### config.mk
export PLATFORM = sky130hd
export DESIGN_NAME = crfe_queue
export DESIGN_NICKNAME = d
export VERILOG_FILES = /design/src/rtl/crfe_pkg.sv /design/src/rtl/crfe_queue.sv
export SDC_FILE = /design/constraint.sdc
export NUM_CORES = 1
export LEC_CHECK = 0
export BUFFER_PORTS_ARGS = -buffer_cell sky130_fd_sc_hd__buf_2
export CORE_ASPECT_RATIO = 0.5
export CORE_MARGIN = 8
export CORE_UTILIZATION = 55
export CTS_CLUSTER_DIAMETER = 40
export CTS_CLUSTER_SIZE = 8
export DETAILED_ROUTE_END_ITERATION = 6
export GPL_ROUTABILITY_DRIVEN = 1
export PLACE_DENSITY = 0.76
export SYNTH_ARGS = -nofsm -noshare
export SYNTH_HDL_FRONTEND = slang
export SYNTH_SLANG_ARGS = --single-unit
### constraint.sdc
create_clock -name clk -period 6.4 [get_ports clk]
set_input_delay 1.28 -clock clk [delete_from_list [all_inputs] [get_ports clk]]
set_output_delay 1.28 -clock clk [all_outputs]
set_load 0.02 [all_outputs]
### src/rtl/crfe_pkg.sv
package crfe_pkg;

  localparam int SCREEN_W    = 320;
  localparam int SCREEN_H    = 200;
  localparam int STORE_DEPTH = SCREEN_W * SCREEN_H;

  localparam int ADDR_W = (STORE_DEPTH > 1) ? $clog2(STORE_DEPTH) : 1;
  localparam int COL_W  = $clog2(SCREEN_W + 1);
  localparam int ROW_W  = $clog2(SCREEN_H + 1);
  localparam int CLIP_W = 14;

  localparam int Q_DEPTH = 4;
  localparam int Q_PTR_W = $clog2(Q_DEPTH);
  localparam int Q_CNT_W = $clog2(Q_DEPTH + 1);

  localparam logic KIND_FILL = 1'b0;
  localparam logic KIND_READ = 1'b1;

  typedef struct packed {
    logic               kind;
    logic signed [11:0] left;
    logic signed [11:0] top;
    logic [11:0]        rect_width;
    logic [11:0]        rect_height;
    logic [7:0]         fill_color;
    logic [15:0]        read_address;
  } in_t;

  typedef struct packed {
    logic [7:0]  read_color;
    logic [15:0] pixels_written;
  } out_t;

  typedef struct packed {
    logic             kind;
    logic             blank;
    logic [7:0]       color;
    logic [COL_W-1:0] x0;
    logic [ROW_W-1:0] y0;
    logic [COL_W-1:0] cols;
    logic [ROW_W-1:0] rows;
    logic [15:0]      read_address;
  } cmd_t;

endpackage

### src/rtl/crfe_queue.sv
module crfe_queue (
  input  logic            clk,
  input  logic            rst,
  input  logic            wr_valid,
  output logic            wr_full,
  input  crfe_pkg::cmd_t  wr_cmd,
  output logic            rd_valid,
  input  logic            rd_take,
  output crfe_pkg::cmd_t  rd_cmd
);

  crfe_pkg::cmd_t                entries [crfe_pkg::Q_DEPTH];
  logic [crfe_pkg::Q_PTR_W-1:0]  wptr, rptr;
  logic [crfe_pkg::Q_CNT_W-1:0]  count;
  logic                          do_wr, do_rd;

  assign wr_full  = (count == crfe_pkg::Q_CNT_W'(crfe_pkg::Q_DEPTH));
  assign rd_valid = (count != '0);
  assign do_wr    = wr_valid && !wr_full;
  assign do_rd    = rd_take && rd_valid;
  assign rd_cmd   = entries[rptr];

  always_ff @(posedge clk) begin
    if (rst) begin
      wptr  <= '0;
      rptr  <= '0;
      count <= '0;
    end else begin
      if (do_wr) begin
        wptr <= wptr + 1'b1;
      end
      if (do_rd) begin
        rptr <= rptr + 1'b1;
      end
      if (do_wr && !do_rd) begin
        count <= count + 1'b1;
      end else if (do_rd && !do_wr) begin
        count <= count - 1'b1;
      end
    end
  end

  always_ff @(posedge clk) begin
    if (do_wr) begin
      entries[wptr] <= wr_cmd;
    end
  end

endmodule

## Word level (Yosys, flattened, before mapping)

Memory sizes are Yosys's and may differ from the RTL's. A register that Yosys moved wholly into a read port is not among the register bits.
Cells that the tools add are included.

- Register bits: 7
- Latch bits: 0
- Bits in writable memories: 240
- ROM bits: 0
- Input port bits: 64
- Output and inout port bits: 62
- Memories: 1

- Add/sub/neg operators: 4
- Multipliers: 0
- Divide/modulo/power cells: 0
- $lt $le $gt $ge: 0
- Eq/ne operators: 1
- Shift operators: 0
- Multiplexer cells: 6
- Bitwise gates (word level): 0
- Reductions and logical operators: 9

Memory list:

| name | depth | bits a word | rd ports | clocked after memory_dff | write ports | line | source |
|---|---|---|---|---|---|---|---|
| entries | 4 | 60 | 1 | 1 | 1 | crfe_queue.sv:12 | `crfe_pkg::cmd_t entries [crfe_pkg::Q_DEPTH];` |

Operators by type and width:

| cell | count |
|---|---|
| $mux 3 | 2 |
| $add 2x1->2 const B | 2 |
| $logic_and 1x1->1 | 4 |
| $mux 2 | 2 |
| $add 3x1->3 const B | 1 |
| $eq 3x3->1 const B | 1 |
| $logic_not 1->1 | 3 |
| $reduce_bool 3->1 | 1 |
| $sub 3x1->3 const B | 1 |
| $mux 1 | 2 |
| $reduce_bool 2->1 | 1 |

## Depth between registers and ports, before layout

Gate-level depths: netlist of run 1.

- Depth after elaboration: 7
- Gate-level depth with buffers: 8
- Gate-level depth less buffers: 8

## Least setup slack after synthesis of run 1

OpenSTA, ideal clock, no wires.

- Kind: input port to flip-flop
- Start: in wr_valid
- End: mem entries[0][0] (netlist name) (enable)
- Library setup time: 0.424 ns
- Arrival time: 2.969 ns
- Required time: 5.976 ns
- Path slack: 3.007 ns
- Cell stages on the path: 3
- Buffers on the path: 0
- Cells stage by stage: inv_1 > nor2_2 > and2_1

- Cells in the longest elaborated chain, start to end: 3

RTL lines:

| what | line | source |
|---|---|---|
| start: declaration | crfe_queue.sv:4 | `input logic wr_valid,` |
| $logic_and 1x1->1 | crfe_queue.sv:19 | `assign do_wr = wr_valid && !wr_full;` |
| net do_wr | crfe_queue.sv:15 | `logic do_wr, do_rd;` |
| $mux 1 | crfe_queue.sv:44 | `if (do_wr) begin` |
| $mux 1 (implied by the code) | crfe_queue.sv:45 | `entries[wptr] <= wr_cmd;` |
| end: declaration | crfe_queue.sv:12 |  |

The timed path passes the listed nets, and every way through them passes these cells.

==> results of run 1 <==
## worst max-delay path: cells and delay by family (launching register included)
family,cells,cell delay [ns]
DFF,1,0.82
muxes,1,0.58
buffers and inverters,2,0.73
## report_power, final
group | internal, mW | switching, mW | leakage [nW]
Clock | 1.10 | 0.617 | 0.503
Combinational | 0.452 | 0.563 | 0.980
Sequential | 1.97 | 0.120 | 2.27
Total | 3.52 | 1.30 | 3.76
## state kept, by name, summed over array words and instances (netlist names), named ones only
register / flops
rptr: 2
wptr: 2
count: 3
entries: 240
## routing by layer
metal	share of wire	track usage	up-vias
li1	-	-	1850
met1	0.43	0.2069	2183
met2	0.51	0.2635	98
met3	0.053	0.04306	20
met4	0.010	0.04314	0
met5	0	0	-
## layout make-up
cell class,count,share of cell area
Inverter,4,0.001360
Tap cell,227,0.02573
Timing Repair Buffer,131,0.06075
Clock inverter,2,0.001473
Sequential cell,249,0.6696
Clock buffer,54,0.09351
Multi-Input combinational cell,94,0.1476
## cell usage in the layout (no fill, tap or decap)
cell and instances:
a21oi_1 2, and2_2 4, buf_2 125, buf_4 6, clkbuf_1 15, clkbuf_16 39, clkinvlp_4 1, dfxtp_1 7
dfxtp_2 1, dfxtp_4 1, edfxtp_1 240, fa_1 1, ha_1 5, inv_1 4, inv_6 1, mux2i_1 2
mux4_2 60, nand2b_1 2, nor2_1 5, nor2_2 1, nor3b_2 1, o21ai_0 2, o311ai_1 1, o31ai_2 1
or3_1 3, xor2_1 4
## logic make-up (layout without fill, tap and decap cells)
kind of cell	Yosys count	count (layout)	synth area share
buffers and inverters	19	191	0.02000
DFF	249	249	0.8034
and+or+nand+nor	16	16	0.01021
AOI/OAI and AO/OA	6	6	0.004490
adders and majority gates	6	6	0.008981
muxes	62	62	0.1491
xor gates and xnor gates	4	4	0.003810
## per-stage QoR
stage	std cells	total power, mW	utilization	cell area [um2]	setup WS [ns]
finish	761	4.820	0.6752	11040	2.488
CTS	761	4.890	0.6752	11040	2.367
floorplan	362	2.889	-	9195	3.007
detailed placement	705	3.160	0.6110	9991	2.887
global placement	705	3.137	0.6110	9991	2.896
global route	761	5.018	0.6752	11040	2.259
## final timing paths
check,startpoint,to,cells after the start
setup / recovery,flip-flop,rd_cmd[59],3
hold / removal,wptr[1],wptr[1],2
setup reg to reg,count[0],entries[0][19],4
hold reg to reg,wptr[1],wptr[1],2
==> out/qor.csv, run 1 <==
stage,metric,value,unit
setup_path,cp.arrival,2.63,ns
final_layout,fillCellCount,1042,
sta,final_max_slew_viol_count,0,
setup_path,cp-start-kind,flip-flop,
setup_path,worst-setup-path-type,flip-flop to output pin,
clock_tree,cts_sinks,249,
clock_tree,cts-root-buf,clkbuf_16,
sta,clock.fmax,255.6,MHz
final_layout,final_nets,587,
floorplan,pin_count,126,
floorplan,fp-row-count,33,
clock_tree,hold_buffers,0,
routing,vias,4151,
power,peakVddDrop,0.0002383,V
sta,finalCritPeriodShare,0.6113,
clock_tree,insertion_delay,0.49,ns
clock_tree,cts_buffer_depth,3,
routing,drt-initial-drc-count,205,
grt,overflow,0,
setup_path,r2r_slack,3.87,ns
logic_synthesis,synthesis.instances,362,
clock_tree,cts-buffers-inserted,37,
sta,clock_skew,0.01713,ns
sta,worst_pin_slew,0.8375,ns
logic_synthesis,synth_cell_types,23,
setup_path,crit_path_max_fanout,37,
final_layout,n_antenna_cell,0,
logic_synthesis,synthTopCellsByArea,"edfxtp_1 78%, mux4_2 15%, dfxtp_1 2.0%",
setup_path,path_cells,"buf_4, mux4_2, buf_2",
logic_synthesis,syn_avg_cell_area,25.40,um2
logic_synthesis,ys.flop_type,edfxtp_1,
logic_synthesis,synth-async-reset-ratio,0,
logic_synthesis,synth_area,0.009195,mm2
grt,grt_pass1_wl,25590,um
sta,grt_setup_unrepaired,false,
logic_synthesis,synth_fp_nets,432,
logic_synthesis,synth.most_common_cell,edfxtp_1,
final_layout,area_growth,20.06,%
place,gp_congestion,0.6815,
logic_synthesis,ys_seq_area_frac,0.8034,
grt,grt_pass1_vias,4476,
grt,antenna_found_initial,0,
power,p_leak,3.758,nW
setup_path,slowest_delay,0.82,ns
logic_synthesis,synth_commonest_cells,"240 x edfxtp_1, 60 x mux4_2, 9 x dfxtp_1",
power,p_per_area,436.6,mW/mm2
sta,relSlewSlack,0.4417,
floorplan,die_x,198.9,um
grt,grt_max_degree,38,
sta,hold_slack,0.5166,ns
logic_synthesis,yosys.area.top_type,edfxtp_1,
final_layout,layout-drive-gt1-share,0.4513,
clock_tree,cts_tree,done,
clock_tree,cts.clk_slew.worst_paths,0.04,ns
sta,min_period,3.912,ns
final_layout,multiInputGateArea,0.001629,mm2
final_layout,regArea,0.007392,mm2
sta,setup_violations,0,
routing,routedWlPerCell,22.37,um
clock_tree,cts_resized,0,
hold_path,hp-class,flip-flop to flip-flop,
routing,drt_first_pass_iters,6,
floorplan,fp.coreArea,0.01635,mm2
sta,setup_tns,0,ns
logic_synthesis,synth_edf_count,240,
setup_path,required,5.12,ns
floorplan,fp.dieH,107.4,um
place,post-dp-hpwl,10490,um
clock_tree,cts_setup_buffers,0,
routing,wl,17030,um
sta,hold_viol,0,
routing,detail_route.vias_per_cell,5.455,
setup_path,crit_path_top_delay_cell,dfxtp_4,
setup_path,end_kind,output pin,
job,maxCapViolCount,0,
grt,grt_usage,0.1587,
logic_synthesis,synth_seq_cells,249,
routing,drc,0,
floorplan,dieArea,0.02136,mm2
logic_synthesis,yosysWarnings,0,
logic_synthesis,synth_top_area_frac,0.7838,
clock_tree,cts_max_level,2,
floorplan,start_util,0.5624,
place,port_buffers,125,
routing,ant_nets,0,
run_status,status,"complete, no violations",
(Power assumes the default switching activity.)
==> inputs of run 2 (changes only) <==
CORE_UTILIZATION = 51   (was 55)
PLACE_DENSITY = 0.74   (was 0.76)
clock period = 3.35 ns   (was 6.4 ns; I/O delays follow)
==> run 2 against run 1 <==
- largest power group unchanged
- wire length grew 2.7%
- register-to-register slack lost 2.7 ns
- core utilization shrank 4.0 points
- highest routed layer is now met5
- global-route usage shrank 0.62 points
==> out/qor.csv, run 2 (synthesis gave the netlist of run 1 again) <==
stage,metric,value,unit,change
floorplan,fp.dieH,110.9,um,+3.3%
job,maxCapViolCount,0,,unchanged
setup_path,end_kind,output pin,,
grt,met2_usage,0.2623,,-0.001224
final_layout,layout-drive-gt1-share,0.4644,,+0.01311
final_layout,multiInputGateArea,0.001634,mm2,+0.31%
hold_path,hold_end,entries[0][46],,
grt,antenna_found_initial,3,,+3
clock_tree,cts-root-buf,clkbuf_16,,
sta,hold_viol,0,,unchanged
grt,use_met1,0.1863,,-0.02059
routing,drt_first_pass_iters,5,,-1
final_layout,largest_register_ffs,240,,unchanged
final_layout,area_growth,21.09,%,
power,peakVddDrop,0.0004236,V,+78%
floorplan,dieArea,0.02284,mm2,+6.9%
final_layout,layout.cells.most_common_list,"240 x edfxtp_1, 125 x buf_2, 60 x mux4_2, 39 x clkbuf_16, 9 x buf_4",,
hold_path,hp-class,input port to flip-flop,,
setup_path,cp.arrival,2.19,ns,-0.44 ns
final_layout,regMostFlops,entries,,
floorplan,pin_count,126,,unchanged
sta,setup_violations,0,,unchanged
setup_path,cp-start-kind,flip-flop,,
sta,final_max_slew_viol_count,0,,unchanged
sta,grt_setup_unrepaired,false,,
final_layout,mostFrequentLayoutCell,edfxtp_1,,
floorplan,start_util,0.5246,,-0.03774
clock_tree,insertion_delay,0.49,ns,about the same
setup_path,r2r_cells,8,,+4
grt,grt_pass1_wl,26850,um,+5.0%
final_layout,regArea,0.007392,mm2,unchanged
routing,vias,4216,,+1.6%
routing,drt-initial-drc-count,190,,-7.3%
routing,wl,17490,um,+2.7%
routing,detail_route.vias_per_cell,5.475,,+0.38%
setup_path,worst-setup-path-type,flip-flop to output pin,,
grt,overflow,0,,unchanged
setup_path,r2r_slack,1.18,ns,-2.69 ns
sta,clock.fmax,350.0,MHz,
final_layout,post-route-util,0.6353,,-0.03988
hold_path,min_from,wr_cmd[46],,
clock_tree,cts_max_level,2,,unchanged
routing,routedWlPerCell,22.71,um,+1.5%
place,port_buffers,125,,unchanged
clock_tree,hold_buffers,0,,unchanged
grt,grt_pass1_vias,4742,,+5.9%
setup_path,crit_path_max_fanout,41,,+11%
run_status,status,"complete, no violations",,
floorplan,fp.coreArea,0.01753,mm2,+7.2%
sta,worst_pin_slew,0.4928,ns,-0.3447 ns
sta,relSlewSlack,0.6715,,+0.2298
setup_path,required,2.68,ns,-2.44 ns
grt,busiest_layer,met2,,
clock_tree,cts.clk_slew.worst_paths,0.06,ns,+0.02 ns
floorplan,fp-row-count,34,,+3.0%
place,gp_congestion,0.6834,,+0.28%
place,post-dp-hpwl,10690,um,+1.8%
hold_path,hold_path_depth,1,,-1
clock_tree,cts_resized,0,,unchanged
clock_tree,cts_setup_buffers,0,,unchanged
sta,finalCritPeriodShare,0.8530,,
setup_path,r2r_start,count[0],,
sta,setup_tns,0,ns,unchanged
sta,clock_skew,0.02381,ns,+0.006677 ns
final_layout,final_nets,594,,+1.2%
clock_tree,cts_buffer_depth,3,,unchanged
clock_tree,cts_tree,done,,
grt,grtUsageMet3,0.04113,,-0.001926
grt,grt_max_degree,61,,+61%
sta,hold_slack,0.3915,ns,-0.1251 ns
power,p_leak,3.803,nW,+1.2%
final_layout,fillCellCount,1213,,+16%
power,p_per_area,830.4,mW/mm2,+90%
clock_tree,cts_sinks,249,,unchanged
sta,min_period,2.857,ns,
routing,drc,0,,unchanged
clock_tree,cts-buffers-inserted,37,,unchanged
setup_path,worstReg2RegEnd,count[2],,
grt,grt_usage,0.1525,,-0.006227
routing,ant_nets,0,,unchanged
final_layout,largestRegisters,"entries: 240 flops, count: 3 flops",,
floorplan,die_x,205.9,um,+3.5%
-- run 2: cell count changes in the layout (fill, tap and decap cells not counted) --
cell      delta
buf_12       +4
buf_4        +3
and2_2       -4
clkbuf_1     -8
clkinv_1     +1
and2_4       +4
diode_2      +2
-- run 2: how the worst max path moves through the flow --
stage | end | slack (ns)
final | rd_cmd[45] | 0.49
after global routing | rd_cmd[16] | 0.34
after CTS | rd_cmd[16] | 0.42
after detailed placement | rd_cmd[45] | 0.94
after global placement | rd_cmd[45] | 0.94
after floorplan | entries[0][0] | 0.57
-- run 2: final cells by class --
type / count / share of cell area
Antenna cell: 2 / 0.0004495
Clock buffer: 46 / 0.09001
Clock inverter: 3 / 0.001798
Inverter: 4 / 0.001348
Multi-Input combinational cell: 94 / 0.1468
Sequential cell: 249 / 0.6639
Tap cell: 234 / 0.02630
Timing Repair Buffer: 138 / 0.06945
-- run 2: power by group --
part           switching, mW  internal (mW)
clock                   1.18           2.06
sequential             0.139           3.76
combinational           1.19          0.918
-- run 2: through the flow --
step           setup WS, ns  power [mW]  cells  cell area, um2
2_1_floorplan        0.5666       5.520    362            9195
3_3_place_gp         0.9447       6.088    719           10110
3_5_place_dp         0.9436       6.120    719           10110
4_1_cts              0.4185       9.400    768           11130
5_1_grt              0.3415       9.634    769           11130
6_report             0.4925       9.246    770           11130
-- run 2: metal layers --
layer	routed length, um	part of all wire
met1	7255	0.41
met2	9102	0.52
met3	833	0.048
met4	266	0.015
met5	26	0.0015
-- run 2: worst max-delay path: stages, from the launching register on --
cell,delay (ns)
dfxtp_4,0.55
buf_12,0.37
mux4_2,0.57
buf_2,0.18
==> inputs of run 3 (changes only) <==
ABC_AREA = 1   (was not set)
CORE_UTILIZATION = 55   (was 51)
PLACE_DENSITY = 0.77   (was 0.74)
clock period = 2.8 ns   (was 3.35 ns; I/O delays follow)
==> run 3 against run 2 <==
- core utilization up 3.3 points
- largest cell class unchanged
- critical path depth up 2
- non-clock buffer count up 2
- largest power group unchanged
==> out/qor.csv, run 3 <==
stage,metric,value,unit,change
run_status,status,"complete, no violations",,
hold_path,min_from,wr_cmd[42],,
logic_synthesis,yosys.area.top_type,edfxtp_1,,
logic_synthesis,synth_top_area_frac,0.7548,,-0.02896
sta,setup_tns,0,ns,unchanged
place,post-dp-hpwl,11310,um,+5.8%
floorplan,start_util,0.5555,,+0.03092
grt,grt_usage,0.1767,,+0.02421
grt,overflow,0,,unchanged
grt,grt_max_degree,121,,+98%
sta,clock.fmax,391.2,MHz,
logic_synthesis,synth_area,0.009548,mm2,+3.8%
setup_path,r2r_cells,9,,+1
setup_path,r2r_start,count[1],,
clock_tree,cts.clk_slew.worst_paths,0.05,ns,about the same
clock_tree,hold_buffers,0,,unchanged
place,place_area,0.01047,mm2,+3.6%
logic_synthesis,synth_cell_types,21,,-8.7%
setup_path,cp.arrival,2.00,ns,-0.19 ns
clock_tree,cts_sinks,249,,unchanged
logic_synthesis,syn_avg_cell_area,14.71,um2,-42%
logic_synthesis,synth.most_common_cell,edfxtp_1,,
sta,hold_slack,0.2719,ns,-0.1196 ns
final_layout,largestRegisters,"entries: 240 flops, count: 3 flops",,
setup_path,cp_top_family,buffers and inverters,,
logic_synthesis,ys.flop_type,edfxtp_1,,
floorplan,dieArea,0.02209,mm2,-3.3%
final_layout,layout-drive-gt1-share,0.2875,,-0.1769
final_layout,final_nets,860,,+45%
routing,routedWlPerCell,19.14,um,-16%
routing,drc,0,,unchanged
logic_synthesis,ys_seq_area_frac,0.7737,,-0.02969
logic_synthesis,synthesis.instances,649,,+79%
power,p_per_area,997.4,mW/mm2,+20%
setup_path,worst-setup-path-type,flip-flop to output pin,,
setup_path,path_cells,"inv_4, buf_4, nor2_1, o22ai_1, buf_2",,
clock_tree,cts_max_level,2,,unchanged
grt,antenna_found_initial,0,,-3
routing,drt-initial-drc-count,314,,+65%
final_layout,n_antenna_cell,0,,-2
sta,relSlewSlack,0.6657,,-0.005794
logic_synthesis,synth_edf_count,240,,unchanged
setup_path,crit_path_top_delay_cell,inv_4,,
routing,ant_nets,0,,unchanged
routing,wl,19790,um,+13%
hold_path,hp-class,input port to flip-flop,,
logic_synthesis,synth_fp_nets,719,,+66%
logic_synthesis,yosysWarnings,0,,unchanged
job,maxCapViolCount,0,,unchanged
floorplan,fp.dieH,109.2,um,-1.6%
final_layout,finalNonFillerCells,1034,,+34%
floorplan,fp.coreArea,0.01719,mm2,-1.9%
sta,setup_violations,0,,unchanged
clock_tree,cts_tree,done,,
setup_path,r2r_slack,0.62,ns,-0.56 ns
final_layout,post-route-util,0.6685,,+0.03326
clock_tree,insertion_delay,0.50,ns,about the same
power,power.total,11.46,mW,+24%
floorplan,fp-row-count,34,,unchanged
final_layout,stdcell_area,0.01149,mm2,+3.2%
sta,final_max_slew_viol_count,0,,unchanged
hold_path,hold_end,entries[1][42],,
sta,grt_setup_unrepaired,false,,
floorplan,die_x,202.3,um,-1.7%
clock_tree,cts-root-buf,clkbuf_16,,
setup_path,end_kind,output pin,,
final_layout,fillCellCount,1196,,-1.4%
setup_path,cp_num_buf_inv,3,,+1
place,gp_congestion,0.7427,,+8.7%
final_layout,regMostFlops,entries,,
power,p_leak,4.086,nW,+7.4%
clock_tree,cts_setup_buffers,0,,unchanged
logic_synthesis,synth_seq_cells,249,,unchanged
setup_path,slowest_delay,0.36,ns,-0.21 ns
sta,finalCritPeriodShare,0.9129,,
setup_path,worstReg2RegEnd,count[1],,
logic_synthesis,synthTopCellsByArea,"edfxtp_1 75%, nor2_1 4.5%, o21ai_0 4.2%",,
grt,grt_pass1_vias,5992,,+26%
routing,detail_route.vias_per_cell,5.533,,+1.1%
sta,clock_skew,0.02331,ns,-0.0005001 ns
final_layout,layout.cells.most_common_list,"240 x edfxtp_1, 125 x buf_2, 110 x nor2_1, 81 x o21ai_0",,
final_layout,mostFrequentLayoutCell,edfxtp_1,,
final_layout,area_growth,20.34,%,
hold_path,hold_path_depth,1,,unchanged
logic_synthesis,synth-async-reset-ratio,0,,unchanged
clock_tree,cts_buffer_depth,3,,unchanged
clock_tree,cts-buffers-inserted,37,,unchanged
place,port_buffers,125,,unchanged
floorplan,pin_count,126,,unchanged
sta,min_period,2.556,ns,
clock_tree,cts_resized,0,,unchanged
sta,setup_ws,0.2439,ns,-0.2486 ns
sta,worst_pin_slew,0.5015,ns,+0.008690 ns
routing,drt_first_pass_iters,4,,-1
place,place_inst,985,,+37%
logic_synthesis,synth_commonest_cells,"240 x edfxtp_1, 114 x nor2_1, 81 x o21ai_0",,
setup_path,cp-start-kind,flip-flop,,
final_layout,largest_register_ffs,240,,unchanged
grt,grt_pass1_wl,30840,um,+15%
routing,vias,5721,,+36%
setup_path,required,2.24,ns,-0.44 ns
sta,hold_viol,0,,unchanged
power,peakVddDrop,0.0006237,V,+47%
place,pre_cts_ws,0.5657,ns,-0.3779 ns
setup_path,crit_path_max_fanout,42,,+2.4%
==> run 3: cell types whose count changed after synthesis, sizes merged, moves of 3 or more <==
cell    previous run  this run
nor2               6       134
o21ai              2       121
mux4              60         0
o22ai              0        60
clkbuf             1        23
nand2              0        15
inv                4        17
and2               4         0
nand3              0         4
or3                3         0
xor2               4         1
==> run 3: power breakdown <==
group / leakage, nW / switching (mW) / internal, mW / total (mW)
combinational: 1.31 / 2.00 / 0.896 / 2.90
sequential: 2.27 / 0.115 / 4.54 / 4.65
clock: 0.501 / 1.44 / 2.47 / 3.91
total: 4.09 / 3.55 / 7.91 / 11.5
==> run 3: worst max-delay path by stage <==
stage | start | endpoint | slack (ns) | cells past startpoint
final | flip-flop | rd_cmd[36] | 0.24 | 5
after global routing | flip-flop | rd_cmd[36] | 0.12 | 5
after CTS | flip-flop | rd_cmd[51] | 0.21 | 5
after detailed placement | wr_valid | count[1] | 0.57 | 8
after global placement | wr_valid | count[1] | 0.67 | 8
after floorplan | wr_valid | entries[0][0] | -0.86 | 2
==> run 3: cell families (layout without fill, tap and decap cells) <==
group	Yosys count	count (layout)	share of synthesized area
AOI/OAI and AO/OA	184	184	0.1174
and+or+nand+nor	154	154	0.06670
xor gates and xnor gates	1	1	0.0009175
DFF	249	249	0.7737
buffers and inverters	55	206	0.03263
adders and majority gates	6	6	0.008649
==> run 3: final cells by class <==
cell class | count | area, um2 | area share
clock buffers | 46 | 1002 | 0.08723
well taps | 234 | 292.8 | 0.02548
inverters | 17 | 66.31 | 0.005772
clock inverters | 3 | 18.77 | 0.001633
flip-flops and latches | 249 | 7392 | 0.6434
multi-input cells | 345 | 1879 | 0.1636
repair buffers | 140 | 838.3 | 0.07296
==> run 3: per-layer routing <==
metal / vias up / GRT usage / wire (um) / share of wire
met1: 2843 / 0.2164 / 8560 / 0.43
li1: 2704 / - / - / -
met2: 141 / 0.3062 / 9821 / 0.50
met5: - / 0 / 0 / 0
met3: 33 / 0.04448 / 1010 / 0.051
met4: 0 / 0.06433 / 397 / 0.020
