==> src/rtl/crfe_pkg.sv <==
package crfe_pkg;

  localparam int SCREEN_W    = 320;
  localparam int SCREEN_H    = 200;
  localparam int STORE_DEPTH = SCREEN_W * SCREEN_H;

  localparam int ADDR_W = (STORE_DEPTH > 1) ? $clog2(STORE_DEPTH) : 1;
  localparam int COL_W  = $clog2(SCREEN_W + 1);
  localparam int ROW_W  = $clog2(SCREEN_H + 1);
  localparam int CLIP_W = 14;

  localparam int Q_DEPTH = 4;
  localparam int Q_PTR_W = $clog2(Q_DEPTH);
  localparam int Q_CNT_W = $clog2(Q_DEPTH + 1);

  localparam logic KIND_FILL = 1'b0;
  localparam logic KIND_READ = 1'b1;

  typedef struct packed {
    logic               kind;
    logic signed [11:0] left;
    logic signed [11:0] top;
    logic [11:0]        rect_width;
    logic [11:0]        rect_height;
    logic [7:0]         fill_color;
    logic [15:0]        read_address;
  } in_t;

  typedef struct packed {
    logic [7:0]  read_color;
    logic [15:0] pixels_written;
  } out_t;

  typedef struct packed {
    logic             kind;
    logic             blank;
    logic [7:0]       color;
    logic [COL_W-1:0] x0;
    logic [ROW_W-1:0] y0;
    logic [COL_W-1:0] cols;
    logic [ROW_W-1:0] rows;
    logic [15:0]      read_address;
  } cmd_t;

endpackage

==> src/rtl/crfe_front.sv <==
module crfe_front (
  input  logic            clk,
  input  logic            rst,
  input  logic            push,
  output logic            full,
  input  crfe_pkg::in_t   command,
  output logic            cmd_valid,
  input  logic            cmd_full,
  output crfe_pkg::cmd_t  cmd
);

  localparam logic signed [crfe_pkg::CLIP_W-1:0] W_S = crfe_pkg::CLIP_W'(crfe_pkg::SCREEN_W);
  localparam logic signed [crfe_pkg::CLIP_W-1:0] H_S = crfe_pkg::CLIP_W'(crfe_pkg::SCREEN_H);

  logic signed [crfe_pkg::CLIP_W-1:0] xs, ys, ws, hs, x1, y1, x0c, y0c, x1c, y1c, dx, dy;
  logic           off;
  logic           accept;
  crfe_pkg::cmd_t classified;

  always_comb begin
    xs  = crfe_pkg::CLIP_W'(command.left);
    ys  = crfe_pkg::CLIP_W'(command.top);
    ws  = $signed({2'b00, command.rect_width});
    hs  = $signed({2'b00, command.rect_height});
    x1  = xs + ws;
    y1  = ys + hs;
    x0c = (xs < 0) ? '0 : xs;
    y0c = (ys < 0) ? '0 : ys;
    x1c = (x1 > W_S) ? W_S : x1;
    y1c = (y1 > H_S) ? H_S : y1;
    dx  = x1c - x0c;
    dy  = y1c - y0c;
    off = (xs >= W_S) || (ys >= H_S) || (x1c <= x0c) || (y1c <= y0c);

    classified.kind         = command.kind;
    classified.blank        = off;
    classified.color        = command.fill_color;
    classified.x0           = x0c[crfe_pkg::COL_W-1:0];
    classified.y0           = y0c[crfe_pkg::ROW_W-1:0];
    classified.cols         = dx[crfe_pkg::COL_W-1:0];
    classified.rows         = dy[crfe_pkg::ROW_W-1:0];
    classified.read_address = command.read_address;
  end

  assign full   = cmd_valid && cmd_full;
  assign accept = push && !full;

  always_ff @(posedge clk) begin
    if (rst) begin
      cmd_valid <= 1'b0;
    end else if (accept) begin
      cmd_valid <= 1'b1;
    end else if (!cmd_full) begin
      cmd_valid <= 1'b0;
    end
  end

  always_ff @(posedge clk) begin
    if (accept) begin
      cmd <= classified;
    end
  end

endmodule

==> config.mk <==
export PLATFORM = sky130hd
export DESIGN_NAME = crfe_front
export DESIGN_NICKNAME = d
export VERILOG_FILES = /design/src/rtl/crfe_pkg.sv /design/src/rtl/crfe_front.sv
export SDC_FILE = /design/constraint.sdc
export NUM_CORES = 1
export LEC_CHECK = 0
export BUFFER_PORTS_ARGS = -buffer_cell sky130_fd_sc_hd__buf_2
export CORE_UTILIZATION = 57
export CTS_BUF_LIST = sky130_fd_sc_hd__clkbuf_4
export DETAILED_ROUTE_END_ITERATION = 10
export PLACE_DENSITY = 0.91
export SLEW_MARGIN = 10
export SYNTH_ARGS = -nofsm -noshare
export SYNTH_HDL_FRONTEND = slang
export SYNTH_SLANG_ARGS = --single-unit
==> constraint.sdc <==
create_clock -name clk -period 6.15 [get_ports clk]
set_input_delay 0.3075 -clock clk [delete_from_list [all_inputs] [get_ports clk]]
set_output_delay 0.3075 -clock clk [all_outputs]
set_load 0.02 [all_outputs]
Word level (Yosys, flattened, before mapping)
Index checks and enable logic that the tools add are counted.
- word-level logic and storage cells: 34
- bits in registers: 61
- reductions and logical operators: 6
- mux-type cells: 6
- order comparisons: 8
- $add $sub $neg: 4
- eq/ne operators: 1
- operators by type and width (kind ; number):
    two-way mux 14 bit ; 4
    adder 12 x 13 -> 14 bit ; 2
    <= comparator 14 bit ; 2
    < comparator 12 x 1 -> 1 bit, second input constant ; 2
    > comparator 14 x 10 -> 1 bit, second input constant ; 1
    > comparator 14 x 9 -> 1 bit, second input constant ; 1
    >= comparator 12 x 10 -> 1 bit, second input constant ; 1
    >= comparator 12 x 9 -> 1 bit, second input constant ; 1
    subtractor 9 bit ; 1
    subtractor 8 bit ; 1
    logical OR 1 bit ; 3
    logical AND 1 bit ; 2
    two-way mux 1 bit ; 2
    != test 2 x 1 -> 1 bit, second input constant ; 1
    logical NOT 1 bit ; 1

Depth between registers and ports, before layout
Gate-level depths: netlist (run 1).
- depth in word-level cells: 6
- depth in mapped cells: 19

Least setup slack after synthesis (run 1)
No wires, ideal clock.
- kind: input-to-reg
- start point: input command[24] in the netlist's numbering
- end point: register cmd[23] in the netlist's numbering (data pin)
- cell stages on the path: 16
- buffers on the path: 0
- data required time: 5885 ps
- arrival: 3854 ps
- library setup time: 265 ps
- setup slack: 2031 ps
- cells stage by stage: ha_1 > fa_1 > a211oi_1 > o21bai_1 > a2111oi_0 > nor2_1 > mux2i_1 > o41ai_2 > and2_1 > ha_1 > a21o_1 > a21o_1 > a21o_1 > a21oi_1 > o21ai_0 > xor2_1
- cells in the longest elaborated chain, start to end: 4
- RTL lines (element ; RTL line ; source):
    from (decl) ; crfe_front.sv:6 ; input crfe_pkg::in_t command,
    adder 12 x 13 -> 14 bit (*) ; crfe_front.sv:26 ; y1 = ys + hs;
    > comparator 14 x 9 -> 1 bit ; crfe_front.sv:30 ; y1c = (y1 > H_S) ? H_S : y1;
    two-way mux 14 bit (*) ; crfe_front.sv:30 ;
    subtractor 8 bit (*) ; crfe_front.sv:32 ; dy = y1c - y0c;
    net dy (one bit) ; crfe_front.sv:15 ; logic signed [crfe_pkg::CLIP_W-1:0] xs, ys, ws, hs, x1, y1, x0c, y0c, x1c, y1c, dx, dy;
    to (signal assigned) ; crfe_front.sv:60 ; cmd <= classified;
    to (decl) ; crfe_front.sv:9 ; output crfe_pkg::cmd_t cmd
Mark *: on every way through the listed nets, which the timed path passes. The rest lies on a longest branch.
A chain may end at the register's enable or synchronous reset.

Worst setup path after layout (run 1)
- start point: input command[24] in the netlist's numbering
- end point: register cmd[58] in the netlist's numbering (data pin)
- cells in the longest elaborated chain, start to end: 5
- RTL lines (element ; RTL line ; source):
    adder 12 x 13 -> 14 bit (*) ; crfe_front.sv:26 ;
    > comparator 14 x 9 -> 1 bit ; crfe_front.sv:30 ;
    two-way mux 14 bit (*) ; crfe_front.sv:30 ;
    <= comparator 14 bit (*) ; crfe_front.sv:33 ; off = (xs >= W_S) || (ys >= H_S) || (x1c <= x0c) || (y1c <= y0c);
    logical OR 1 bit (*) ; crfe_front.sv:33 ;
    net off ; crfe_front.sv:16 ; logic off;
Marked as above.

==> results of run 1 <==
-- power breakdown --
part           internal (mW)  leakage, nW  switching, mW
Clock                 0.0922       0.0646          0.120
Sequential             0.525        0.593        0.00991
Combinational          0.219         1.84          0.325
Total                  0.836         2.50          0.455
-- layer usage --
| metal | vias up | wire (microns) |
|---|---|---|
| met3 | 18 | 655 |
| met4 | 0 | 206 |
| met2 | 155 | 4850 |
| met1 | 1730 | 4260 |
| li1 | 1855 | - |
| met5 | - | 0 |
-- logic make-up (layout without fill, tap and decap cells) --
kind of cell    count (synthesis)  in the layout  share of synthesized area, %
compound gates                116            116                          19.4
xor+xnor                       25             25                          5.04
fa+ha+maj                      52             52                          15.7
buf+inv                        42            190                          3.63
flops                          61             61                          41.9
mux                             1              1                         0.230
simple gates                  120            120                          14.1
-- registers in the layout, indices dropped and copies added, names as in the netlist --
name,cells
cmd,60
cmd_valid,1
-- Yosys cell counts, drive strengths merged, types with 2 or more instances --
library cell | n | area, sq um
o2111ai | 3 | 32.5
nand4 | 4 | 25.0
xnor2 | 12 | 105
o31ai | 2 | 15.0
nand2 | 24 | 90.1
or3 | 4 | 25.0
nor2b | 9 | 56.3
a211o | 3 | 27.5
o41ai | 2 | 32.5
nor2 | 24 | 90.1
a31oi | 4 | 25.0
xor2 | 13 | 114
fa | 4 | 80.1
nand2b | 14 | 87.6
o311ai | 2 | 17.5
a21o | 17 | 128
clkbuf | 6 | 22.5
nor4 | 4 | 25.0
o21ai | 19 | 95.1
o211a | 3 | 30.0
edfxtp | 60 | 1800
ha | 48 | 601
nand3 | 5 | 25.0
o211ai | 4 | 30.0
or2 | 2 | 12.5
a2111oi | 3 | 32.5
and2 | 5 | 31.3
a211oi | 9 | 72.6
inv | 36 | 135
a21oi | 22 | 110
o21a | 6 | 52.6
nand3b | 2 | 15.0
and3 | 7 | 43.8
nor3 | 15 | 80.1
o22ai | 3 | 18.8
o21bai | 3 | 22.5
-- stage by stage --
step / setup slack, ps / hold WS [ps]
2_1_floorplan: 2030 / 380
3_3_place_gp: 1640 / 468
3_5_place_dp: 1510 / 478
4_1_cts: 1910 / 72.4
5_1_grt: 1490 / 62.8
6_report: 1820 / 83.5
-- final cells by class --
type                            instances  area share (%)
Multi-Input combinational cell        314            45.2
Sequential cell                        61            34.7
Timing Repair Buffer                  139            13.3
Inverter                               36            2.57
Tap cell                               99            2.36
Clock buffer                           12            1.71
Clock inverter                          3           0.262
-- worst register-to-register path: stages (launching register included) --
cell	delay (ps)
dfxtp_1	320
and2_1	190
nor2b_4	120
buf_4	570
-- how the worst max path moves through the flow --
stage	cells past startpoint	start	slack [ps]	end
CTS	20	command[24]	1910	cmd[58]
finish	20	command[24]	1820	cmd[58]
floorplan	16	command[24]	2030	cmd[23]
global route	20	command[24]	1490	cmd[58]
detailed placement	20	command[24]	1510	cmd[58]
global placement	20	command[24]	1640	cmd[58]
==> results.sh, run 1 <==
export IMPL_holdCritStartpoint="rst"
export IMPL_setup_viol=0
export IMPL_rsz0062_at_grt="no"
export IMPL_cts_made_buffers=9
export IMPL_cp_required_ps=6240
export IMPL_worstHoldEndpoint="cmd_valid"
export IMPL_root_buffer="clkbuf_4"
export IMPL_period_share_pct=70.3
export IMPL_num_vias=3758
export IMPL_die_area_sq_um=7980
export IMPL_grt_pass1_wl_mm=15.7
export IMPL_slew_headroom_pct=53.1
export IMPL_crit_type="input pin to flip-flop"
export IMPL_path_buf_inv=2
export IMPL_dpl_instance_area_sq_um=5150
export IMPL_status="finished clean"
export IMPL_synthFlopType="edfxtp_1"
export IMPL_routed_via_density=5.66
export IMPL_overflow=0
export IMPL_postRouteAntennaNets=0
export IMPL_grtUsageMet3_pct=3.05
export IMPL_cts_resized=0
export IMPL_layout_common_cells="buf_2 (138), edfxtp_1 (60), ha_1 (48), inv_1 (36)"
export IMPL_cts_buffer_depth=2
export IMPL_reg2reg_depth=3
export IMPL_cp_start_kind="input pin"
export IMPL_final_util_pct=71.7
export IMPL_top_usage_layer="met2"
export IMPL_maxSlewViolCount=0
export IMPL_drive_above_1_share_pct=29.2
export IMPL_cts_tree="built"
export IMPL_syn2layout_area_growth_pct=21.0
export IMPL_cpPeakStageDelay_ps=590
export IMPL_worstPathMaxFanout=8
export IMPL_met1_usage_pct=32.3
export IMPL_hold_class="input pin to flip-flop"
export IMPL_cp_top_family="compound AO/OA/AOI/OAI gates"
export IMPL_hold_viol_final=0
export IMPL_fin_tns_setup_ps=0
export IMPL_vdd_ir_drop_max_v=0.000106
export IMPL_cts_hold_buffers=0
export IMPL_clock_latency_ps=370
export IMPL_diodes=0
export IMPL_layout_commonest_cell="buf_2"
export IMPL_seq_area_sq_um=1820
export IMPL_syn_inst=417
export IMPL_fill_cells=545
export IMPL_clkTransAtPathRegs_ps=80
export IMPL_drt_total_wl_mm=9.97
export IMPL_avgSynthCellArea_sq_um=10.4
export IMPL_die_h_microns=89.3
export IMPL_grtUsageTotal_pct=25.4
export IMPL_holdPathStages=2
export IMPL_synthArstFlopShare_pct=0
export IMPL_dp_hpwl_mm=8.25
export IMPL_tightest_slew_ps=699
export IMPL_r2r_end="cmd[1]"
export IMPL_core_sq_um=7330
export IMPL_netlist_area_sq_um=4350
export IMPL_grt_pass1_vias=3508
export IMPL_post_cts_buffers=0
export IMPL_ios=139
export IMPL_die_x_microns=89.3
export IMPL_gp_congestion=0.962
export IMPL_cellPowerDensity_nw_per_um2=246
export IMPL_start_util_pct=59.3
export IMPL_cts_sinks=61
export IMPL_nets=690
export IMPL_fin_area_sq_um=5260
export IMPL_remaining_drc_errors=0
export IMPL_totalPowerFinal_mw=1.29
export IMPL_cts_max_level=3
export IMPL_multi_input_area_sq_um=2370
export IMPL_synth_fp_nets=546
export IMPL_yosys_warnings=0
export IMPL_min_period_ps=4330
export IMPL_ys_seq_area_share_pct=41.9
export IMPL_synth_distinct_cells=56
export IMPL_path_cells="buf_2 > ha_1 > fa_1 > a211oi_1 > o21bai_1 > a2111oi_0 > nor2_1 > mux2i_1 > o41ai_2 > nand2_1 > ha_1 > inv_1 > fa_1 > a21o_1 > a21oi_1 > o21bai_1 > a21oi_1 > o21a_1 > o31ai_1 > nand4_1"
export IMPL_arrival_ps=4410
export IMPL_rrSetupSlack_ps=4550
export IMPL_io_buffer_count=138
export IMPL_maxCapViolations=0
export IMPL_grt_start_max_net_pins=61
export IMPL_rows=31
export IMPL_use_met2_pct=44.1
export IMPL_skew_ps=9.34
export IMPL_clock_fmax_mhz=231
export IMPL_antenna_found_initial=0
export IMPL_synth_seq_cells=61
export IMPL_synth_enable_flop_cells=60
export IMPL_wl_per_cell_microns=15.0
export IMPL_drtIter0Drc=156
export IMPL_reg2reg_from="cmd_valid"
export IMPL_cp_slowest_cell="o41ai_2"
export IMPL_cp_end_kind="flip-flop"
export IMPL_firstDrtPassIters=7
export IMPL_dp_cells=649
export IMPL_leakagePower_nw=2.50
export IMPL_layout_cells_non_filler=664
Note: power is estimated with default switching activity, not from simulation.
==> run 2: changes to the inputs <==
--- a/config.mk
+++ b/config.mk
@@ -6,10 +6,10 @@
 export NUM_CORES = 1
 export LEC_CHECK = 0
 export BUFFER_PORTS_ARGS = -buffer_cell sky130_fd_sc_hd__buf_2
-export CORE_UTILIZATION = 57
+export CORE_UTILIZATION = 53
 export CTS_BUF_LIST = sky130_fd_sc_hd__clkbuf_4
 export DETAILED_ROUTE_END_ITERATION = 10
-export PLACE_DENSITY = 0.91
+export PLACE_DENSITY = 0.86
 export SLEW_MARGIN = 10
 export SYNTH_ARGS = -nofsm -noshare
 export SYNTH_HDL_FRONTEND = slang
==> constraint.sdc (replaced) <==
create_clock -name clk -period 4.5 [get_ports clk]
set_input_delay 0.225 -clock clk [delete_from_list [all_inputs] [get_ports clk]]
set_output_delay 0.225 -clock clk [all_outputs]
set_load 0.02 [all_outputs]
==> results.sh, run 2 (same netlist as run 1, synthesis figures left out) <==
export IMPL_cellPowerDensity_nw_per_um2=339
export IMPL_multi_input_area_sq_um=2370
export IMPL_drtIter0Drc=251
export IMPL_antenna_found_initial=0
export IMPL_clock_fmax_mhz=247
export IMPL_arrival_ps=4190
export IMPL_tightest_slew_ps=1190
export IMPL_root_buffer="clkbuf_4"
export IMPL_diodes=0
export IMPL_gp_congestion=0.936
export IMPL_hold_class="input pin to flip-flop"
export IMPL_cts_resized=0
export IMPL_maxCapViolations=0
export IMPL_cts_max_level=3
export IMPL_hold_viol_final=0
export IMPL_layout_common_cells="buf_2 (138), edfxtp_1 (60), ha_1 (48), inv_1 (36)"
export IMPL_seq_area_sq_um=1820
export IMPL_wl_per_cell_microns=16.4
export IMPL_cts_sinks=61
export IMPL_num_vias=4003
export IMPL_slew_headroom_pct=20.4
export IMPL_worstPathMaxFanout=8
export IMPL_remaining_drc_errors=0
export IMPL_rows=32
export IMPL_die_x_microns=92.6
export IMPL_totalPowerFinal_mw=1.89
export IMPL_status="finished clean"
export IMPL_ios=139
export IMPL_clkTransAtPathRegs_ps=100
export IMPL_period_share_pct=89.9
export IMPL_layout_commonest_cell="buf_2"
export IMPL_cp_required_ps=4650
export IMPL_fill_cells=555
export IMPL_postRouteAntennaNets=0
export IMPL_firstDrtPassIters=5
export IMPL_min_period_ps=4050
export IMPL_fin_tns_setup_ps=0
export IMPL_core_sq_um=7850
export IMPL_path_cells="buf_2 > ha_1 > fa_1 > a211oi_1 > o21bai_1 > a2111oi_0 > nor2_1 > mux2i_1 > o41ai_2 > buf_4 > nand2_1 > ha_1 > inv_1 > fa_1 > a21o_1 > a21oi_1 > o21bai_1 > a21oi_1 > o21a_1 > o31ai_1 > nand4_1"
export IMPL_routed_via_density=5.74
export IMPL_cp_start_kind="input pin"
export IMPL_reg_top3="cmd: 60 flops, cmd_valid: 1 flops"
export IMPL_cpPeakStageDelay_ps=460
export IMPL_clock_latency_ps=390
export IMPL_drive_above_1_share_pct=28.9
export IMPL_dp_cells=657
export IMPL_cp_slowest_cell="a2111oi_0"
export IMPL_rrSetupSlack_ps=2330
export IMPL_cp_end_kind="flip-flop"
export IMPL_cts_tree="built"
export IMPL_io_buffer_count=138
export IMPL_crit_type="input pin to flip-flop"
export IMPL_grt_pass1_wl_mm=17.8
export IMPL_start_util_pct=55.4
export IMPL_grtUsageTotal_pct=26.7
export IMPL_grt_pass1_vias=3845
export IMPL_skew_ps=10.7
export IMPL_rsz0062_at_grt="no"
export IMPL_grt_start_max_net_pins=44
export IMPL_cts_buffer_depth=2
export IMPL_largest_reg_flops=60
export IMPL_regMostFlops="cmd"
export IMPL_nets=719
export IMPL_overflow=0
export IMPL_drt_total_wl_mm=11.5
export IMPL_cts_made_buffers=9
export IMPL_setup_viol=0
export IMPL_syn2layout_area_growth_pct=28.1
export IMPL_vdd_ir_drop_max_v=0.000156
export IMPL_maxSlewViolCount=0
export IMPL_dp_hpwl_mm=8.75
export IMPL_leakagePower_nw=2.64
export IMPL_layout_cells_non_filler=697
export IMPL_die_area_sq_um=8570
export IMPL_die_h_microns=92.6
run 2: changes by cell type in the layout (fill, tap and decap cells not counted), sizes merged:
cell,previous run,this run
dlygate4sd3,0,24
buf,139,144
clkbuf,12,9
clkinv,3,5
bufinv,0,1
clkinvlp,0,1
run 2: power by group:
| group | total (mW) | switching, mW | internal, mW |
|---|---|---|---|
| clock network | 0.375 | 0.209 | 0.166 |
| logic | 0.777 | 0.455 | 0.322 |
| registers | 0.738 | 0.0202 | 0.718 |
run 2: what timing repair did:
| action | 4_1_cts | 5_1_grt |
|---|---|---|
| endpoints found under the hold margin | 22 | 2 |
| setup buffers | 0 | 0 |
| hold buffers | 22 | 2 |
run 2: cell type report:
cell class | count | area share [%]
Clock buffer | 9 | 1.21
Clock inverter | 7 | 1.19
Inverter | 36 | 2.43
Multi-Input combinational cell | 314 | 42.6
Sequential cell | 61 | 32.7
Tap cell | 102 | 2.29
Timing Repair Buffer | 168 | 17.5
run 2: path summary, 6_finish.rpt:
path	startpoint	endpoint	cells past startpoint
hold reg to reg	cmd_valid	cmd_valid	3
hold / removal	command[11]	cmd[11]	1
setup / recovery	command[24]	cmd[58]	21
setup reg to reg	cmd_valid	cmd[31]	3
run 2: critical path, delay by kind of cell:
family	cells	cell delay, ps
multiplexers	1	150
AO/OA/AOI/OAI	10	2070
adder cells (fa/ha/maj)	4	1040
buffers and inverters	3	380
AND/OR/NAND/NOR	3	320
run 2: routing by layer:
layer  wire length, microns  GRT usage [%]  vias to the layer above  part of all wire, %
met3                    757           3.86                       24                  6.6
met5                      0              0                        -                    0
met4                    268           13.0                        0                  2.3
li1                       -              -                     1918                    -
met1                   4740           31.6                     1880                   41
met2                   5690           47.2                      181                   50
run 2: stage by stage:
stage / hold WS [ps] / setup WS, ps / util (%) / instance area (sq um)
after floorplan: 297 / 464 / - / 4350
final: 25.2 / 453 / 71.0 / 5570
after global routing: 5.86 / 110 / 71.0 / 5570
after detailed placement: 393 / 51.6 / 66.2 / 5190
after global placement: 388 / 269 / 66.2 / 5190
after CTS: 2.99 / 482 / 70.7 / 5550
==> run 3: changes to the inputs <==
--- a/config.mk
+++ b/config.mk
@@ -5,8 +5,9 @@
 export SDC_FILE = /design/constraint.sdc
 export NUM_CORES = 1
 export LEC_CHECK = 0
+export ABC_AREA = 1
 export BUFFER_PORTS_ARGS = -buffer_cell sky130_fd_sc_hd__buf_2
-export CORE_UTILIZATION = 53
+export CORE_UTILIZATION = 54
 export CTS_BUF_LIST = sky130_fd_sc_hd__clkbuf_4
 export DETAILED_ROUTE_END_ITERATION = 10
 export PLACE_DENSITY = 0.86
==> results.sh, run 3 <==
export IMPL_cp_slowest_cell="fa_1"
export IMPL_dp_hpwl_mm=8.49
export IMPL_cellPowerDensity_nw_per_um2=327
export IMPL_wl_per_cell_microns=13.2
export IMPL_die_h_microns=93.9
export IMPL_synth_fp_nets=682
export IMPL_maxSlewViolCount=0
export IMPL_cp_common_cell="nand2_1"
export IMPL_gp_congestion=0.934
export IMPL_fin_ws_ps=926
export IMPL_clkTransAtPathRegs_ps=110
export IMPL_period_share_pct=79.4
export IMPL_pre_cts_slack_ps=536
export IMPL_firstDrtPassIters=4
export IMPL_synth_xor_area_share_pct=4.64
export IMPL_drt_total_wl_mm=11.0
export IMPL_synth_top_area_share_pct=39.5
export IMPL_synth_compound_area_share_pct=7.16
export IMPL_muxShareOfSynthArea_pct=0
export IMPL_clock_latency_ps=410
export IMPL_layout_commonest_cell="nand2_1"
export IMPL_num_vias=4171
export IMPL_skew_ps=34.0
export IMPL_min_period_ps=3570
export IMPL_synth_enable_flop_cells=60
export IMPL_core_sq_um=8180
export IMPL_worstPathMaxFanout=4
export IMPL_status="finished clean"
export IMPL_io_buffer_count=138
export IMPL_netlist_area_sq_um=4560
export IMPL_leakagePower_nw=3.02
export IMPL_tightest_slew_ps=557
export IMPL_vdd_ir_drop_max_v=0.000164
export IMPL_totalPowerFinal_mw=1.89
export IMPL_largest_reg_flops=60
export IMPL_cpPeakStageDelay_ps=420
export IMPL_drtIter0Drc=155
export IMPL_cp_required_ps=4650
export IMPL_syn_inst=553
export IMPL_drive_above_1_share_pct=24.8
export IMPL_synthArstFlopShare_pct=0
export IMPL_synth_simple_area_share_pct=25.5
export IMPL_avgSynthCellArea_sq_um=8.24
export IMPL_grt_pass1_vias=3885
export IMPL_grt_pass1_wl_mm=17.5
export IMPL_arrival_ps=3720
export IMPL_grt_start_max_net_pins=41
export IMPL_cp_start_kind="input pin"
export IMPL_start_util_pct=55.8
export IMPL_cts_tree="built"
export IMPL_yosysTopAreaCell="edfxtp_1"
export IMPL_clock_fmax_mhz=280
export IMPL_die_x_microns=93.9
export IMPL_nets=854
export IMPL_reg_top3="cmd: 60 flops, cmd_valid: 1 flops"
export IMPL_cts_max_level=3
export IMPL_layout_common_cells="nand2_1 (148), buf_2 (138), inv_1 (89), edfxtp_1 (60), nor2_1 (57)"
export IMPL_maxCapViolations=0
export IMPL_synth_top_family_by_area="simple AND/OR/NAND/NOR gates"
export IMPL_cts_sinks=61
export IMPL_ios=139
export IMPL_synth_distinct_cells=36
export IMPL_synth_most_common_cell="nand2_1"
export IMPL_rows=33
export IMPL_synthTopCellsByCount="nand2_1 (148), inv_1 (89), edfxtp_1 (60)"
export IMPL_slew_headroom_pct=62.7
export IMPL_setup_viol=0
export IMPL_ys_seq_area_share_pct=40.0
export IMPL_antenna_found_initial=0
export IMPL_cp_end_kind="flip-flop"
export IMPL_routed_via_density=5.00
export IMPL_overflow=0
export IMPL_synth_area_leaders="edfxtp_1 (40%), ha_1 (13%), nand2_1 (12%)"
export IMPL_diodes=0
export IMPL_hold_viol_final=0
export IMPL_root_buffer="clkbuf_4"
export IMPL_die_area_sq_um=8810
export IMPL_crit_type="input pin to flip-flop"
export IMPL_cts_buffer_depth=2
export IMPL_remaining_drc_errors=0
export IMPL_fin_tns_setup_ps=0
export IMPL_synth_seq_cells=61
export IMPL_syn2layout_area_growth_pct=26.8
export IMPL_rsz0062_at_grt="no"
export IMPL_yosys_warnings=0
export IMPL_postRouteAntennaNets=0
export IMPL_regMostFlops="cmd"
export IMPL_synthAdderAreaFrac_pct=14.9
export IMPL_hold_class="input pin to flip-flop"
export IMPL_grtUsageTotal_pct=25.6
export IMPL_cts_made_buffers=9
export IMPL_synthFlopType="edfxtp_1"
[run 3: final timing paths]
path / startpoint / slack, ps / cells after the start / to
setup reg to reg: cmd_valid / 2610 / 4 / cmd[24]
hold reg to reg: cmd_valid / 510 / 2 / cmd_valid
setup / recovery: command[60] / 930 / 27 / cmd[58]
hold / removal: command[23] / 20 / 1 / cmd[57]
[run 3: per-stage QoR]
| stage | hold WS (ps) | cells | util, % | instance area, sq um |
|---|---|---|---|---|
| finish | 22.9 | 835 | 70.7 | 5780 |
| global route | 0.544 | 835 | 70.7 | 5780 |
| global placement | 381 | 796 | 65.9 | 5390 |
| floorplan | 294 | 553 | - | 4560 |
| CTS | 1.68 | 833 | 70.4 | 5760 |
| detailed placement | 395 | 796 | 65.9 | 5390 |
[run 3: metal layers]
layer | share of wire (%) | GRT usage (%) | vias to the layer above
met4 | 1.7 | 8.33 | 0
met5 | 0 | 0 | -
met3 | 5.3 | 2.59 | 18
met2 | 48 | 44.1 | 152
li1 | - | - | 2150
met1 | 45 | 33.6 | 1851
[run 3: repair_timing]
action / in CTS / in global routing
setup buffers: 0 / 0
hold buffers: 21 / 2
gates resized for setup: 0 / 0
endpoints found under the hold margin: 21 / 2
[run 3: cells by family after synthesis]
group,Yosys count
AND/OR/NAND/NOR,270
flip-flops,61
adder cells (fa/ha/maj),52
AO/OA/AOI/OAI,54
XOR/XNOR,22
buffers and inverters,94
[run 3: critical path, delay by kind of cell]
family                     cells  cell delay [ps]
AOI/OAI and AO/OA              2              440
buffers and inverters          3              230
and+or+nand+nor               18             1630
adders and majority gates      4             1210
[run 3: cell type report]
cell class | instances | area [sq um]
Clock buffer | 10 | 75.1
Clock inverter | 6 | 86.3
Fill cell | 644 | 2400
Inverter | 93 | 349
Multi-Input combinational cell | 398 | 2390
Sequential cell | 61 | 1820
Tap cell | 105 | 131
Timing Repair Buffer | 162 | 928
[run 3: power breakdown]
| group | total [mW] | leakage [nW] | internal, mW | switching, mW |
|---|---|---|---|---|
| sequential | 0.726 | 0.593 | 0.710 | 0.0167 |
| combinational | 0.726 | 2.34 | 0.274 | 0.452 |
| clock | 0.441 | 0.0868 | 0.232 | 0.209 |
| total | 1.89 | 3.02 | 1.22 | 0.677 |
